$ cat src/rtl/stwa_pkg.sv
// Package for the subscriber table with aging: widths, constants, opcode and
// state enums, and the command, entry and result structs used across the modules.
// No dependencies.
package stwa_pkg;

  localparam int unsigned SLOTS_DEF     = 64;
  localparam int unsigned MAX_RESULTS   = 64;
  localparam int unsigned CNT_W         = $clog2(MAX_RESULTS + 1);
  localparam int unsigned IP_W          = 32;
  localparam int unsigned PORT_W        = 16;
  localparam int unsigned TIME_W        = 32;
  localparam int unsigned TMO_W         = 16;
  localparam int unsigned SIDX_W        = 6;
  localparam logic [TMO_W-1:0] TIMEOUT_RESET = 16'd10;

  typedef enum logic {
    OP_REFRESH = 1'b0,
    OP_BCAST   = 1'b1
  } op_e;

  typedef enum logic [1:0] {
    ST_IDLE,
    ST_READ,
    ST_EVAL,
    ST_FLUSH
  } eng_state_e;

  typedef struct packed {
    op_e               op;
    logic [IP_W-1:0]   ip;
    logic [PORT_W-1:0] port;
    logic [TIME_W-1:0] now;
  } cmd_t;

  typedef struct packed {
    logic [IP_W-1:0]   ip;
    logic [PORT_W-1:0] port;
    logic [TIME_W-1:0] seen;
  } entry_t;

  typedef struct packed {
    logic [IP_W-1:0]   ip;
    logic [PORT_W-1:0] port;
    logic [SIDX_W-1:0] slot_index;
    logic              none_live;
    logic              last;
  } res_t;

endpackage

$ cat src/rtl/stwa_resq.sv
// Result queue: holds up to two result items between the engine and the
// output side. Depends on stwa_pkg.
module stwa_resq import stwa_pkg::*; (
  input  logic clk_i,
  input  logic rst_ni,
  input  logic push_i,
  input  res_t res_i,
  output logic full_o,
  output logic empty_o,
  input  logic pop_i,
  output res_t res_o
);

  res_t       buf_q [2];
  logic       wr_ptr_q, wr_ptr_d;
  logic       rd_ptr_q, rd_ptr_d;
  logic [1:0] cnt_q, cnt_d;
  logic       do_push, do_pop;

  assign full_o  = (cnt_q == 2'd2);
  assign empty_o = (cnt_q == 2'd0);
  assign res_o   = buf_q[rd_ptr_q];
  assign do_push = push_i && !full_o;
  assign do_pop  = pop_i && !empty_o;

  always_comb begin
    wr_ptr_d = do_push ? ~wr_ptr_q : wr_ptr_q;
    rd_ptr_d = do_pop ? ~rd_ptr_q : rd_ptr_q;
    cnt_d    = cnt_q + {1'b0, do_push} - {1'b0, do_pop};
  end

  always_ff @(posedge clk_i or negedge rst_ni) begin
    if (!rst_ni) begin
      wr_ptr_q <= 1'b0;
      rd_ptr_q <= 1'b0;
      cnt_q    <= 2'd0;
    end else begin
      wr_ptr_q <= wr_ptr_d;
      rd_ptr_q <= rd_ptr_d;
      cnt_q    <= cnt_d;
    end
  end

  always_ff @(posedge clk_i) begin
    if (do_push) begin
      buf_q[wr_ptr_q] <= res_i;
    end
  end

endmodule

$ cat config.mk
export PLATFORM = sky130hd
export DESIGN_NAME = stwa_resq
export DESIGN_NICKNAME = d
export VERILOG_FILES = /design/src/rtl/stwa_pkg.sv /design/src/rtl/stwa_resq.sv
export SDC_FILE = /design/constraint.sdc
export NUM_CORES = 1
export LEC_CHECK = 0
export BUFFER_PORTS_ARGS = -buffer_cell sky130_fd_sc_hd__buf_2
export CAP_MARGIN = 20
export CORE_MARGIN = 2
export CORE_UTILIZATION = 40
export DETAILED_ROUTE_END_ITERATION = 8
export GPL_TIMING_DRIVEN = 0
export PLACE_DENSITY = 0.67
export SYNTH_ARGS = -nofsm -noshare
export SYNTH_HDL_FRONTEND = slang
export SYNTH_SLANG_ARGS = --single-unit
$ cat constraint.sdc
create_clock -name clk_i -period 9.2 [get_ports clk_i]
set_input_delay 0.92 -clock clk_i [delete_from_list [all_inputs] [get_ports clk_i]]
set_output_delay 0.92 -clock clk_i [all_outputs]
set_load 0.01 [all_outputs]
==> qor.csv, run 1 <==
metric,value,unit
run status,completed,
vias per cell,4.50,
Initial Utilization,0.406,
worst slew pin tran,0.872,ns
Hold Fails Final Rpt,0,
# diodes,0,
CTS Sinks,116,
RSZ-0062 raised after global routing,false,
Clock Tree Buf Depth,2,
Crit Path Class,flip-flop to output pin,
H-tree level count,4,
share of layout cells above drive strength 1,0.618,
gr usage total,0.130,
grt total ovfl,0,
Crit Path Max Fanout,10,
number of iterations in the first detailed-routing pass,3,
post-DR wirelength/cell,15.0,µm
hold-fix buffers at CTS,0,
clk slew on worst S/H paths,0.06,ns
Syn Area/Cell,22.7,µm²
Leak,2.26,nW
Syn Nets,254,
Setup WS pre-CTS,6.67,ns
fin. max-slew vios,0,
final worst slack,6.56,ns
Post-CTS Resized,0,
part of the Yosys area used for sequential elements,0.794,
I/O pins,118,
worst skew pair latency,0.50,ns
WL final,7240,µm
Final Net Count,392,
Max IR drop VDD,241,µV
"Non-Filler Cell Area, Final",0.00572,mm²
min cycle time layout,2.64,ns
antenna violations before repair,0,
Gate Count Post-Synth,192,
largest net degree at the start of global routing,30,
final setup vio count,0,
Area Growth Syn to Fin,31.3,%
Detail Route Antenna Nets,0,
filler cell count,925,
num rows,38,
Die Y,108,µm
CTS tree,yes,
Final Skew,0.00659,ns
DRT iter0 DRCs,61,
Via Count,2172,
TNS Setup,0,ns
port bufs,117,
Worst Hold Class,input pin to async pin,
Post-DP Area,0.00517,mm²
"commonest cells after routing, fill and taps aside","buf_2 (119), edfxtp_1 (112), mux2_4 (30)",
Syn. warnings,0,
Arrival @ worst endpoint,1.72,ns
clock tree root driver cell,clkbuf_8,
Residual DRC,0,
"most common cell after layout, fill and taps aside",buf_2,
Max-Slew Margin vs Limit,0.417,
f_max,0.379,GHz
Netlist cell types,15,
worst hold margin,0.215,ns
area of the die,0.0117,mm²
pwr/cell area,335,mW/mm²
synthesized area,0.00436,mm²
CP required,8.28,ns
Crit. End Element,output pin,
Tcrit/Tclk final,0.287,
count of state elements after synthesis,116,
estimated wirelength of the detail-placed design,4780,µm
first-pass GRT wire length,11000,µm
CTS Buf Count,17,
die width,108,µm
setup bufs post-CTS,0,
max-cap violations,0,
core area,0.0107,mm²
routability cong.,0.643,
Critical Path Source Type,flip-flop,
vias in the first global route,2339,
-- final cells by class --
cell class | instances | area (µm²) | area share
multi-input cells | 68 | 842 | 0.147
clock buffers | 17 | 414 | 0.0723
repair buffers | 119 | 626 | 0.109
clock inverters | 15 | 141 | 0.0247
plain buffers | 6 | 55.1 | 0.00962
flip-flops and latches | 116 | 3460 | 0.605
well taps | 140 | 175 | 0.0306
inverters | 2 | 7.51 | 0.00131
-- Yosys cell counts (all sizes together) --
library cell	number	share of area
nor2	2	0.0017
nand2b	1	0.0014
buf	6	0.013
nand2	1	0.00086
mux2	56	0.17
xnor2	3	0.0060
dfrtp	4	0.023
inv	2	0.0017
and3	1	0.0014
edfxtp	112	0.77
nor2b	1	0.0014
ha	2	0.0057
xor2	1	0.0020
-- final timing paths --
path	start	end	slack (ns)	cells past startpoint
max	rd_ptr_q	res_o[28]	6.56	4
min	rst_ni	wr_ptr_q	0.21	1
max reg2reg	cnt_q[1]	buf_q[0][21]	7.21	4
min reg2reg	cnt_q[1]	cnt_q[1]	0.52	1
max in group asynchronous	rst_ni	cnt_q[0]	8.86	1
min in group clk_i	cnt_q[1]	cnt_q[1]	0.52	1
-- sequential cells by signal, summed over array words and instances, names as in the netlist --
name,cells
wr_ptr_q,1
cnt_q,2
buf_q,112
rd_ptr_q,1
-- cells by family (layout without fill, tap and decap cells) --
kind of cell  Yosys count  count (layout)  synth area share
flops                 116             116             0.794
buf+inv                 8             159            0.0144
xor+xnor                4               4           0.00804
simple gates            6               6           0.00689
mux                    56              56             0.170
fa+ha+maj               2               2           0.00574
-- worst max-delay path: stages, from the launching register on --
cell	delay, ns
dfrtp_1	0.36
buf_6	0.19
buf_6	0.20
mux2_4	0.31
buf_2	0.15
-- power breakdown --
group | internal, mW | switching, mW | total, mW
Sequential | 0.724 | 0.0304 | 0.754
Clock | 0.380 | 0.223 | 0.603
Combinational | 0.282 | 0.280 | 0.562
-- per-layer routing --
metal  GRT usage  up-vias  routed length (µm)
li1            -     1030                   -
met1       0.141     1056                3000
met2       0.212       80                3640
met3      0.0645        6                 543
met4      0.0604        0                  57
met5           0        -                   0
-- per-stage QoR --
stage	utilization	power [mW]	std cells
after global placement	0.476	1.33	449
after floorplan	-	1.14	192
after CTS	0.533	1.95	483
final	0.533	1.92	483
after global routing	0.533	2.02	483
after detailed placement	0.481	1.34	451
(Power assumes the default switching activity.)
==> run 2, diff against run 1 <==
Settings changed: PLACE_DENSITY 0.67 to 0.69.
Clock period 9.2 ns to 2.13 ns, I/O delays scaled along.
==> qor.csv, run 2 (synthesis results as in run 1) <==
metric,value,unit
CTS Sinks,116,
met1 Use GR,0.155,
post-DR wirelength/cell,15.0,µm
Final Net Count,450,
Arrival @ worst endpoint,1.71,ns
Area Growth Syn to Fin,45.8,%
setup bufs post-CTS,0,
run status,completed,
"Non-Filler Cell Area, Final",0.00635,mm²
Max IR drop VDD,666,µV
routability cong.,0.641,
utilization after layout,0.591,
antenna violations before repair,0,
"most common cell after layout, fill and taps aside",buf_2,
Post-DP Area,0.00517,mm²
GR Util met2,0.245,
Crit Path Max Fanout,10,
worst slew pin tran,0.829,ns
Crit. End Element,output pin,
DP Cell Count,451,
Crit Path Class,flip-flop to output pin,
Tcrit/Tclk final,0.902,
first-pass GRT wire length,12100,µm
Hold Fails Final Rpt,0,
vias per cell,4.46,
worst skew pair latency,0.51,ns
area of the die,0.0117,mm²
grt total ovfl,0,
CP required,1.92,ns
clk slew on worst S/H paths,0.05,ns
TNS Setup,0,ns
port bufs,117,
gr usage total,0.141,
RSZ-0062 raised after global routing,false,
reg2reg path depth,3,
worst hold margin,0.0332,ns
Leak,2.53,nW
largest registers,"buf_q x112, cnt_q x2",
max-cap violations,0,
clock tree root driver cell,clkbuf_8,
largest net degree at the start of global routing,30,
num rows,38,
Tot Pwr,8.72,mW
max reg flops,112,
DRT iter0 DRCs,68,
Non-Filler Instances,540,
Clock Tree Buf Depth,2,
Detail Route Antenna Nets,0,
Setup WS pre-CTS,0.109,ns
Residual DRC,0,
H-tree level count,4,
I/O pins,118,
Worst Hold Class,input pin to async pin,
filler cell count,858,
final setup vio count,0,
Max-Slew Margin vs Limit,0.447,
share of layout cells above drive strength 1,0.525,
"commonest cells after routing, fill and taps aside","buf_2 (119), edfxtp_1 (112), dlygate4sd3_1 (57)",
die width,108,µm
pwr/cell area,1370,mW/mm²
estimated wirelength of the detail-placed design,4890,µm
f_max,0.520,GHz
Die Y,108,µm
Critical Path Source Type,flip-flop,
CTS tree,yes,
core area,0.0107,mm²
vias in the first global route,2603,
Reg with most FFs,buf_q,
final worst slack,0.208,ns
min cycle time layout,1.92,ns
number of iterations in the first detailed-routing pass,4,
fin. max-slew vios,0,
GR Util met3,0.0524,
multi-input gate area in the final layout,848,µm²
Post-CTS Resized,0,
WL final,8100,µm
register area,0.00346,mm²
# diodes,0,
Via Count,2407,
Final Skew,0.0101,ns
GRT busiest layer,met2,
Initial Utilization,0.406,
CTS Buf Count,17,
run 2: cell types whose count changed in the layout (fill, tap and decap cells not counted), sizes merged:
cell         delta
dlygate4sd3    +57
bufinv          +3
clkinv          -3
clkinvlp        -3
clkbuf          +2
nor2            +1
run 2: repair_timing:
action	in CTS	in global routing
endpoints found under the hold margin	116	0
hold buffers	57	0
endpoints found under the setup margin	0	28
run 2: power by group:
group          internal [mW]  switching [mW]  leakage (nW)
combinational           1.29            1.24          1.16
sequential              3.13           0.145          1.09
clock                   1.99           0.931         0.290
total                   6.41            2.32          2.53
run 2: cell type report:
class,count,area share
Inverter,2,0.00118
Timing Repair Buffer,176,0.188
Tap cell,140,0.0276
Clock inverter,12,0.0293
Multi-Input combinational cell,69,0.134
Buffer,6,0.00866
Sequential cell,116,0.545
Clock buffer,19,0.0664
run 2: worst max-delay path, cell delays in order, from the launching register on:
cell and delay [ns]:
dfrtp_1 0.37, buf_6 0.18, buf_6 0.20, mux2_4 0.32
buf_2 0.14
run 2: worst paths after layout:
kind,from,to,slack [ns]
hold reg to reg,cnt_q[1],cnt_q[1],0.51
min in group clk_i,pop_i,rd_ptr_q,0.13
hold / removal,rst_ni,cnt_q[0],0.03
setup / recovery,rd_ptr_q,res_o[36],0.21
setup reg to reg,cnt_q[0],buf_q[1][33],0.31
max in group asynchronous,rst_ni,cnt_q[1],1.96
run 2: routing by layer:
metal  up-vias  wire (µm)  part of all wire
li1       1150          -                 -
met1      1166       3300              0.41
met2        83       4220              0.52
met3         8        477             0.059
met4         0        108             0.013
met5         -          0                 0
