===== config.mk =====
export PLATFORM = sky130hd
export DESIGN_NAME = stwa_front
export DESIGN_NICKNAME = d
export VERILOG_FILES = /design/src/rtl/stwa_pkg.sv /design/src/rtl/stwa_front.sv
export SDC_FILE = /design/constraint.sdc
export NUM_CORES = 1
export LEC_CHECK = 0
export BUFFER_PORTS_ARGS = -buffer_cell sky130_fd_sc_hd__buf_2
export CORE_MARGIN = 5
export CORE_UTILIZATION = 50
export CTS_CLUSTER_DIAMETER = 50
export DETAILED_ROUTE_END_ITERATION = 12
export PLACE_DENSITY = 0.76
export SLEW_MARGIN = 20
export SYNTH_ARGS = -nofsm -noshare
export SYNTH_HDL_FRONTEND = slang
export SYNTH_SLANG_ARGS = --single-unit
export TNS_END_PERCENT = 5

===== constraint.sdc =====
create_clock -name clk_i -period 12.4 [get_ports clk_i]
set_clock_uncertainty 0.2 [all_clocks]
set_input_delay 1.24 -clock clk_i [delete_from_list [all_inputs] [get_ports clk_i]]
set_output_delay 1.24 -clock clk_i [all_outputs]
set_load 0.05 [all_outputs]

===== src/rtl/stwa_pkg.sv =====
// Package for the subscriber table with aging: widths, constants, opcode and
// state enums, and the command, entry and result structs used across the modules.
// No dependencies.
package stwa_pkg;

  localparam int unsigned SLOTS_DEF     = 64;
  localparam int unsigned MAX_RESULTS   = 64;
  localparam int unsigned CNT_W         = $clog2(MAX_RESULTS + 1);
  localparam int unsigned IP_W          = 32;
  localparam int unsigned PORT_W        = 16;
  localparam int unsigned TIME_W        = 32;
  localparam int unsigned TMO_W         = 16;
  localparam int unsigned SIDX_W        = 6;
  localparam logic [TMO_W-1:0] TIMEOUT_RESET = 16'd10;

  typedef enum logic {
    OP_REFRESH = 1'b0,
    OP_BCAST   = 1'b1
  } op_e;

  typedef enum logic [1:0] {
    ST_IDLE,
    ST_READ,
    ST_EVAL,
    ST_FLUSH
  } eng_state_e;

  typedef struct packed {
    op_e               op;
    logic [IP_W-1:0]   ip;
    logic [PORT_W-1:0] port;
    logic [TIME_W-1:0] now;
  } cmd_t;

  typedef struct packed {
    logic [IP_W-1:0]   ip;
    logic [PORT_W-1:0] port;
    logic [TIME_W-1:0] seen;
  } entry_t;

  typedef struct packed {
    logic [IP_W-1:0]   ip;
    logic [PORT_W-1:0] port;
    logic [SIDX_W-1:0] slot_index;
    logic              none_live;
    logic              last;
  } res_t;

endpackage


===== src/rtl/stwa_front.sv =====
// Front end: accepts input items, decodes the opcode into a command and holds
// up to two commands for the table engine. Depends on stwa_pkg.
module stwa_front import stwa_pkg::*; (
  input  logic              clk_i,
  input  logic              rst_ni,
  input  logic              push_i,
  output logic              full_o,
  input  logic              opcode_i,
  input  logic [IP_W-1:0]   client_ip_i,
  input  logic [PORT_W-1:0] client_port_i,
  input  logic [TIME_W-1:0] now_seconds_i,
  output logic              cmd_valid_o,
  output cmd_t              cmd_o,
  input  logic              cmd_pop_i
);

  cmd_t       buf_q [2];
  logic       wr_ptr_q, wr_ptr_d;
  logic       rd_ptr_q, rd_ptr_d;
  logic [1:0] cnt_q, cnt_d;
  logic       do_push, do_pop;
  cmd_t       cmd_in;

  assign full_o      = (cnt_q == 2'd2);
  assign cmd_valid_o = (cnt_q != 2'd0);
  assign cmd_o       = buf_q[rd_ptr_q];
  assign do_push     = push_i && !full_o;
  assign do_pop      = cmd_pop_i && cmd_valid_o;

  // Classify the item.
  always_comb begin
    cmd_in.op   = opcode_i ? OP_BCAST : OP_REFRESH;
    cmd_in.ip   = client_ip_i;
    cmd_in.port = client_port_i;
    cmd_in.now  = now_seconds_i;
  end

  always_comb begin
    wr_ptr_d = do_push ? ~wr_ptr_q : wr_ptr_q;
    rd_ptr_d = do_pop ? ~rd_ptr_q : rd_ptr_q;
    cnt_d    = cnt_q + {1'b0, do_push} - {1'b0, do_pop};
  end

  always_ff @(posedge clk_i or negedge rst_ni) begin
    if (!rst_ni) begin
      wr_ptr_q <= 1'b0;
      rd_ptr_q <= 1'b0;
      cnt_q    <= 2'd0;
    end else begin
      wr_ptr_q <= wr_ptr_d;
      rd_ptr_q <= rd_ptr_d;
      cnt_q    <= cnt_d;
    end
  end

  always_ff @(posedge clk_i) begin
    if (do_push) begin
      buf_q[wr_ptr_q] <= cmd_in;
    end
  end

endmodule


==> results of run 1 <==
-- area by class of cell --
| type | instances | share of cell area [%] |
|---|---|---|
| Sequential cell | 166 | 62.1 |
| Tap cell | 172 | 2.69 |
| Timing Repair Buffer | 171 | 11.1 |
| Clock buffer | 21 | 5.51 |
| Clock inverter | 11 | 1.96 |
| Multi-Input combinational cell | 93 | 16.5 |
| Inverter | 2 | 0.0939 |
-- worst paths after layout --
path,end,from,slack [ns]
setup reg to reg,buf_q[0][75],cnt_q[0],9.93
max in group asynchronous,rd_ptr_q,rst_ni,11.43
hold / removal,cnt_q[0],cnt_q[0],0.33
hold reg to reg,cnt_q[0],cnt_q[0],0.33
setup / recovery,cmd_o[0],rd_ptr_q,8.23
min in group asynchronous,cnt_q[0],rst_ni,0.42
-- stage by stage --
stage | util (%) | setup WS [ns] | std cells | instance area, um2
2_1_floorplan | - | 6.97 | 270 | 6450
3_3_place_gp | 58.3 | 8.64 | 602 | 7360
3_5_place_dp | 58.3 | 8.62 | 602 | 7360
4_1_cts | 63.0 | 8.16 | 634 | 7960
5_1_grt | 63.4 | 8.10 | 636 | 8000
6_report | 63.4 | 8.23 | 636 | 8000
-- state kept, by name, summed over array words and instances, names as in the netlist --
name and cells:
rd_ptr_q 1, cnt_q 2, buf_q 162, wr_ptr_q 1
-- routing by layer --
layer  part of all wire (%)  GRT usage [%]  up-vias
li1                       -              -     1430
met1                     40           16.7     1473
met2                     50           23.8      113
met3                    9.0           5.67       14
met4                    1.6           6.23        0
met5                      0              0        -
-- power by group --
part | switching [mW] | internal (mW)
clock network | 0.192 | 0.334
registers | 0.0655 | 0.768
logic | 0.641 | 0.315
-- logic make-up (layout without fill, tap and decap cells) --
logic type	count (synthesis)	in the layout	synth area share, %
flip-flops	166	166	77.0
multiplexers	81	81	18.7
buffers and inverters	11	205	2.78
AND/OR/NAND/NOR	6	6	0.543
XOR/XNOR	4	4	0.543
adder cells (fa/ha/maj)	2	2	0.388
-- Yosys cell counts --
| cell | number |
|---|---|
| or2_1 | 1 |
| edfxtp_1 | 162 |
| nor2_1 | 1 |
| buf_6 | 1 |
| nand2_1 | 1 |
| nand2b_1 | 1 |
| mux2_4 | 79 |
| and3_1 | 1 |
| dfrtp_1 | 4 |
| buf_12 | 8 |
| and2_4 | 1 |
| ha_1 | 2 |
| xor2_1 | 1 |
| xnor2_1 | 3 |
| inv_1 | 2 |
| mux2_2 | 2 |
==> impl_results.md, run 1 <==
* Clk sinks at 166
* Die area at 15,300 um2
* Floorplan die width at 124 um
* Syn_nets at 357
* Max-Cap Viols at 0
* # fillers at 909
* DIE HEIGHT at 124 um
* Setup violations, final at 0
* Worst path cell trace: buf_4 > mux2_2 > buf_2
* Register cell area after layout at 4970 um2
* Post-route clock period utilization at 33.7%
* CP Data Required Time at 10.96 ns
* Syn Area/Cell at 23.9 um2
* Drt wl/cell at 16.9 um
* CTS Buffer Depth at 2
* Yosys top cell area share at 75.5%
* Residual DRC count at 0
* Crit. path cell count at 3
* First-pass GRT wire length at 16.1 mm
* Area contributors post-synth: edfxtp_1 (75%), mux2_4 (18%), buf_12 (2.5%)
* Pin count of the biggest net entering global routing at 82
* VDD IR max at 0.207 mV
* Most common cell after layout, fill and taps aside: buf_2
* Drt initial violations at 181
* CP Data Arrival Time at 2.73 ns
* Hold depth at 1
* Fmax achieved at 240 MHz
* Final HPWL DP at 7.17 mm
* Root buffer cell: clkbuf_16
* CTS clock-pin slew for the worst setup and hold paths at 0.06 ns
* Worst skew pair latency at 0.41 ns
* Setup CP Type: flop to output port
* R2r worst-path depth at 5
* I/O Buffers at 167
* Cells after synthesis at 270
* Setup TNS at 0 ns
* Crit path launch type: flop
* Final hold vios at 0
* TritonCTS Buffers at 17
* # resized after CTS at 0
* Fin crit period at 4.17 ns
* Share of cells above drive strength 1 at 60.6%
* Critical Path Max Stage Delay at 0.90 ns
* Routed Antenna Nets at 0
* Via count at 3,030
* Starting Density at 51.1%
* Unrepaired setup endpoints after global routing: no
* Netlist cell types at 16
* Worst hold slack at 0.331 ns
* Crit-path max FO at 43
* Max-slew violations at 0
* Power density over the cells at 290 nW/um2
* Post-Route WL at 10.8 mm
* Congestion Overflow GR at 0
* GRT Util Overall at 14.4%
* Slew margin rel. at 47.1%
* Core ar. at 12,600 um2
* Crit path capture type: output port
* Rows at 41
* Antenna violations before repair at 0
* Outcome: completed
* Synth area leader: edfxtp_1
* H-tree depth at 4
* Area delta synth->final at 24.0%
* CTS tree: yes
* Vias in the first global route at 3,211
* Yosys reg bits at 166
* Tot Pwr at 2.32 mW
* Multi-input logic area at 1320 um2
* Most frequent cells in the layout: buf_2 (167), edfxtp_1 (162), mux2_4 (79), clkbuf_16 (17)
* CP Buf/Inv Count at 2
* Vias per cell at 4.76
* Yosys warns at 0
* Sequential share of the synthesized area at 77.0%
* # Post-CTS Setup Buffers at 0
* Nets at 538
* Ant diodes at 0
* Crit-path slowest cell: dfrtp_4
* Static leakage at 3.23 nW
* CTS hold repair buffers at 0
* Worst Tran Pin Value at 0.793 ns
* Hold crit path type: flop to flop
* Top Family by Delay on Critical Path: buffers and inverters
* First-pass detailed-route iteration total at 4
* Synth Cell Area at 6450 um2
* RD Place Congestion at 0.682
* # IOs at 168
No activity file was read; power rests on OpenSTA's default activity.
==> run 2: changes to the inputs <==
Settings changed: CORE_UTILIZATION 50 to 47, PLACE_DENSITY 0.76 to 0.75.
Clock period 12.4 ns to 3.8 ns, I/O delays scaled along.
==> impl_results.md, run 2 (synthesis results as in run 1) <==
* Root buffer cell: clkbuf_16
* Worst Tran Pin Value at 0.708 ns (-0.0851 ns)
* Worst hold slack at 0.0763 ns (-0.254 ns)
* Max-slew violations at 0 (unchanged)
* Max-Cap Viols at 0 (unchanged)
* Nets at 621 (+15%)
* Static leakage at 3.61 nW (+12%)
* TritonCTS Buffers at 17 (unchanged)
* Post-route clock period utilization at 71.7%
* Setup violations, final at 0 (unchanged)
* CP Data Required Time at 3.22 ns (-7.74 ns)
* Fin crit period at 2.72 ns
* Flop pwr share at 34.1% (-1.9 points)
* Core ar. at 13,300 um2 (+5.8%)
* # Post-CTS Setup Buffers at 0 (unchanged)
* # resized after CTS at 0 (unchanged)
* Drt initial violations at 134 (-26%)
* Area delta synth->final at 37.9%
* Slew margin rel. at 52.8% (+5.7 points)
* Cell area after placement at 7410 um2 (+0.71%)
* Hold crit path type: input pin to flop
* Die area at 16,200 um2 (+5.9%)
* Rows at 42 (+2.4%)
* NetSw at 3.00 mW (+230%)
* Fmax achieved at 367 MHz
* Largest register FFs at 162 (unchanged)
* Setup TNS at 0 ns (unchanged)
* Final Cell Area at 8890 um2 (+11%)
* Crit-path max FO at 26 (-40%)
* DIE HEIGHT at 127 um (+2.9%)
* Tot Pwr at 7.82 mW (+240%)
* RD Place Congestion at 0.727 (+6.6%)
* Final setup margin at 1.08 ns (-7.15 ns)
* VDD IR max at 0.624 mV (+200%)
* Cells after DPL at 609 (+1.2%)
* Post-Route WL at 12.5 mm (+16%)
* H-tree depth at 4 (unchanged)
* Unrepaired setup endpoints after global routing: no
* Final hold vios at 0 (unchanged)
* Most frequent cells in the layout: buf_2 (167), edfxtp_1 (162), dlygate4sd3_1 (82), mux2_4 (79), clkbuf_16 (17)
* Clk sinks at 166 (unchanged)
* Post-route insts no fill at 723 (+14%)
* I/O Buffers at 167 (unchanged)
* Routed Antenna Nets at 0 (unchanged)
* Outcome: completed
* CP Buf/Inv Count at 2 (unchanged)
* CTS Buffer Depth at 2 (unchanged)
* Setup CP Type: flop to output port
* CP Data Arrival Time at 2.14 ns (-0.59 ns)
* Final HPWL DP at 7.55 mm (+5.4%)
* # fillers at 913 (+0.44%)
* Comb power frac at 41.8% (+0.5 points)
* Residual DRC count at 0 (unchanged)
* GRT Util Overall at 15.7% (+1.3 points)
* Share of cells above drive strength 1 at 52.1% (-8.5 points)
* Util after Layout at 66.6% (+3.2 points)
* Post-Place Setup Slack at 1.50 ns (-7.12 ns)
* Critical Path Max Stage Delay at 0.65 ns (-0.25 ns)
* Via count at 3,361 (+11%)
* Antenna violations before repair at 0 (unchanged)
* CTS clock-pin slew for the worst setup and hold paths at 0.06 ns (about the same)
* Floorplan die width at 127 um (+2.9%)
* Pin count of the biggest net entering global routing at 51 (-38%)
* Most common cell after layout, fill and taps aside: buf_2
* Most flops, register: buf_q
* Top Family by Delay on Critical Path: buffers and inverters
* # IOs at 168 (unchanged)
* First-pass GRT wire length at 19.3 mm (+20%)
* Congestion Overflow GR at 0 (unchanged)
* Power density over the cells at 880 nW/um2 (+200%)
* Drt wl/cell at 17.3 um (+1.9%)
* Starting Density at 48.3% (-2.8 points)
* Worst path cell trace: buf_4 > mux2_4 > buf_2
* Int Pwr at 4.82 mW (+240%)
* Crit path launch type: flop
* CTS tree: yes
* Crit path capture type: output port
* Worst skew pair latency at 0.41 ns (about the same)
* Vias per cell at 4.65 (-2.4%)
* First-pass detailed-route iteration total at 4 (unchanged)
* Switching Share at 38.4% (-0.41 points)
* Vias in the first global route at 3,864 (+20%)
* Largest regs: buf_q x162, cnt_q x2
* Clock power share at 24.1% (+1.4 points)
* Ant diodes at 0 (unchanged)
* Crit-path slowest cell: dfrtp_4
-- run 2: per-layer routing --
layer	track usage [%]	up-vias	wire, um
met5	0	-	0
met4	6.50	0	224
met3	5.93	19	960
met2	27.9	127	6590
met1	16.8	1622	4710
li1	-	1593	-
-- run 2: worst reg2reg max path, delay by kind of cell (launching register included) --
| family | cells | cell delay (ns) |
|---|---|---|
| AND/OR/NAND/NOR | 2 | 0.78 |
| buffers and inverters | 1 | 0.30 |
| flip-flops | 1 | 0.40 |
-- run 2: layout make-up --
class / count / area (um2) / share of cell area [%]
timing repair buffer: 254 / 1720 / 19.3
multi-input combinational: 93 / 1320 / 14.8
tap: 176 / 220 / 2.48
clock buffer: 18 / 429 / 4.83
clock inverter: 14 / 229 / 2.58
inverter: 2 / 7.51 / 0.0844
sequential: 166 / 4970 / 55.9
-- run 2: power groups by stage --
stage / clock (mW) / sequential (mW) / combinational (mW)
floorplan: 0 / 2.65 / 2.83
global placement: 0 / 2.69 / 3.19
detailed placement: 0 / 2.71 / 3.23
CTS: 1.92 / 2.67 / 3.30
global route: 2.01 / 2.71 / 3.41
finish: 1.89 / 2.67 / 3.27
-- run 2: worst paths after layout --
path                                 from      endpoint  slack, ns  cells after the start
worst max-delay path             rd_ptr_q     cmd_o[59]       1.08                      3
worst min-delay path            cmd_pop_i      rd_ptr_q       0.08                      3
worst max register to register   cnt_q[1]  buf_q[1][72]       1.80                      3
worst min register to register   cnt_q[0]      cnt_q[0]       0.34                      1
max in group asynchronous          rst_ni      rd_ptr_q       3.13                      2
min in group asynchronous          rst_ni      cnt_q[1]       0.12                      2
-- run 2: what timing repair did --
item,in CTS,in global routing
setup endpoints to repair,0,0
endpoints found under the hold margin,166,0
hold buffers,82,0
==> run 3: changes to the inputs <==
Settings changed: CORE_UTILIZATION 47 to 50, PLACE_DENSITY 0.75 to 0.76.
Clock period 3.8 ns to 2.8 ns, I/O delays scaled along.
==> impl_results.md, run 3 (synthesis results as in run 1) <==
* Vias in the first global route at 3,713 (-3.9%)
* Max-slew violations at 0 (unchanged)
* Rows at 41 (-2.4%)
* RD Place Congestion at 0.731 (+0.56%)
* Via count at 3,434 (+2.2%)
* Multi-input logic area at 1320 um2 (unchanged)
* CP Data Required Time at 2.32 ns (-0.90 ns)
* Crit-path max FO at 24 (-7.7%)
* Outcome: completed
* Most common cell after layout, fill and taps aside: buf_2
* Fin crit period at 2.47 ns
* Area delta synth->final at 38.8%
* Ant diodes at 0 (unchanged)
* Final setup margin at 0.328 ns (-0.748 ns)
* DIE HEIGHT at 124 um (-2.8%)
* Largest register FFs at 162 (unchanged)
* Final hold vios at 0 (unchanged)
* Antenna violations before repair at 0 (unchanged)
* Power density over the cells at 1190 nW/um2 (+36%)
* Vias per cell at 4.74 (+1.9%)
* Die area at 15,300 um2 (-5.5%)
* Crit path capture type: output port
* # resized after CTS at 0 (unchanged)
* CP Data Arrival Time at 1.99 ns (-0.15 ns)
* Final Cell Area at 8950 um2 (+0.68%)
* Pin count of the biggest net entering global routing at 82 (+61%)
* Routed Antenna Nets at 0 (unchanged)
* CTS Buffer Depth at 2 (unchanged)
* Drt wl/cell at 17.2 um (-0.44%)
* Drt initial violations at 170 (+27%)
* Root buffer cell: clkbuf_16
* Post-route insts no fill at 725 (+0.28%)
* # IOs at 168 (unchanged)
* Hold depth at 3 (unchanged)
* Fmax achieved at 405 MHz
* Static leakage at 3.65 nW (+1.1%)
* VDD IR max at 0.863 mV (+38%)
* First-pass detailed-route iteration total at 4 (unchanged)
* Core ar. at 12,600 um2 (-5.5%)
* Share of cells above drive strength 1 at 52.3% (+0.16 points)
* Setup CP Type: flop to output port
* First-pass GRT wire length at 18.8 mm (-2.4%)
* Post-Place Setup Slack at 0.751 ns (-0.750 ns)
* R2R Path End: cnt_q[1]
* CTS clock-pin slew for the worst setup and hold paths at 0.06 ns (about the same)
* Unrepaired setup endpoints after global routing: no
* Nets at 627 (+0.97%)
* TritonCTS Buffers at 17 (unchanged)
* # fillers at 812 (-11%)
* Final HPWL DP at 7.57 mm (+0.26%)
* H-tree depth at 4 (unchanged)
* Post-route clock period utilization at 88.3%
* Worst Tran Pin Value at 0.545 ns (-0.163 ns)
* Largest regs: buf_q x162, cnt_q x2
* Setup slack, reg-to-reg at 0.82 ns (-0.98 ns)
* Hold crit path type: input pin to flop
* Most frequent cells in the layout: buf_2 (167), edfxtp_1 (162), dlygate4sd3_1 (84), mux2_4 (79), clkbuf_16 (17)
* CTS tree: yes
* Reg2reg start: cnt_q[1]
* Congestion Overflow GR at 0 (unchanged)
* GRT Util Overall at 16.8% (+1.1 points)
* Max-Cap Viols at 0 (unchanged)
* Floorplan die width at 124 um (-2.8%)
* Most flops, register: buf_q
* Hold Path Sink: wr_ptr_q
* Starting Density at 51.1% (+2.8 points)
* HP Start: push_i
* Worst hold slack at 0.0640 ns (-0.0123 ns)
* Cell area after placement at 7450 um2 (+0.51%)
* Cells after DPL at 609 (unchanged)
* Crit path launch type: flop
* Post-Route WL at 12.5 mm (-0.17%)
* Clk sinks at 166 (unchanged)
* Tot Pwr at 10.7 mW (+37%)
* Residual DRC count at 0 (unchanged)
* Worst skew pair latency at 0.41 ns (about the same)
* Slew margin rel. at 63.6% (+11 points)
* Setup violations, final at 0 (unchanged)
* Register cell area after layout at 4970 um2 (unchanged)
* I/O Buffers at 167 (unchanged)
* R2r worst-path depth at 7 (+4)
-- run 3: changes by cell type in the layout (fill, tap and decap cells not counted) --
cell / delta
buf_4: +3
clkinv_4: +3
clkinvlp_4: -2
dlygate4sd3_1: +2
buf_12: +1
inv_6: -1
-- run 3: power by group --
| group | leakage, nW | internal (mW) | total, mW | switching [mW] |
|---|---|---|---|---|
| Sequential | 1.55 | 3.40 | 3.65 | 0.243 |
| Clock | 0.321 | 1.67 | 2.55 | 0.886 |
| Combinational | 1.78 | 1.52 | 4.48 | 2.96 |
-- run 3: timing repair --
| action | CTS | global route |
|---|---|---|
| hold buffers | 84 | 0 |
| hold endpoints to repair | 167 | 0 |
| buffers inserted | 0 | 0 |
-- run 3: worst max-delay path by stage --
stage               startpoint     endpoint
floorplan             cnt_q[1]  buf_q[1][0]
global placement      rd_ptr_q    cmd_o[14]
detailed placement    rd_ptr_q    cmd_o[56]
CTS                   rd_ptr_q    cmd_o[59]
global route          rd_ptr_q    cmd_o[59]
finish                rd_ptr_q    cmd_o[59]
-- run 3: per-stage QoR --
step	setup TNS, ns	utilization [%]
floorplan	-22.43	-
global placement	0	59.0
detailed placement	0	59.0
CTS	0	70.9
global route	0	70.9
finish	0	70.9
-- run 3: layout make-up --
cell class                      instances  share of cell area (%)
Clock buffer                           18                    4.80
Multi-Input combinational cell         93                    14.7
Timing Repair Buffer                  260                    19.9
Clock inverter                         14                    2.59
Tap cell                              172                    2.40
Sequential cell                       166                    55.5
Inverter                                2                  0.0839
-- run 3: routing by layer --
metal | share of wire (%) | up-vias | track usage [%] | wire [um]
met5 | 0 | - | 0 | 0
li1 | - | 1618 | - | -
met3 | 6.9 | 16 | 6.13 | 865
met4 | 1.5 | 0 | 6.23 | 188
met2 | 53 | 122 | 29.7 | 6650
met1 | 38 | 1678 | 18.6 | 4750
-- run 3: worst max-delay path, cell delays in order, from the launching register on --
cell	delay (ns)
dfrtp_4	0.72
buf_4	0.31
mux2_4	0.32
buf_2	0.21
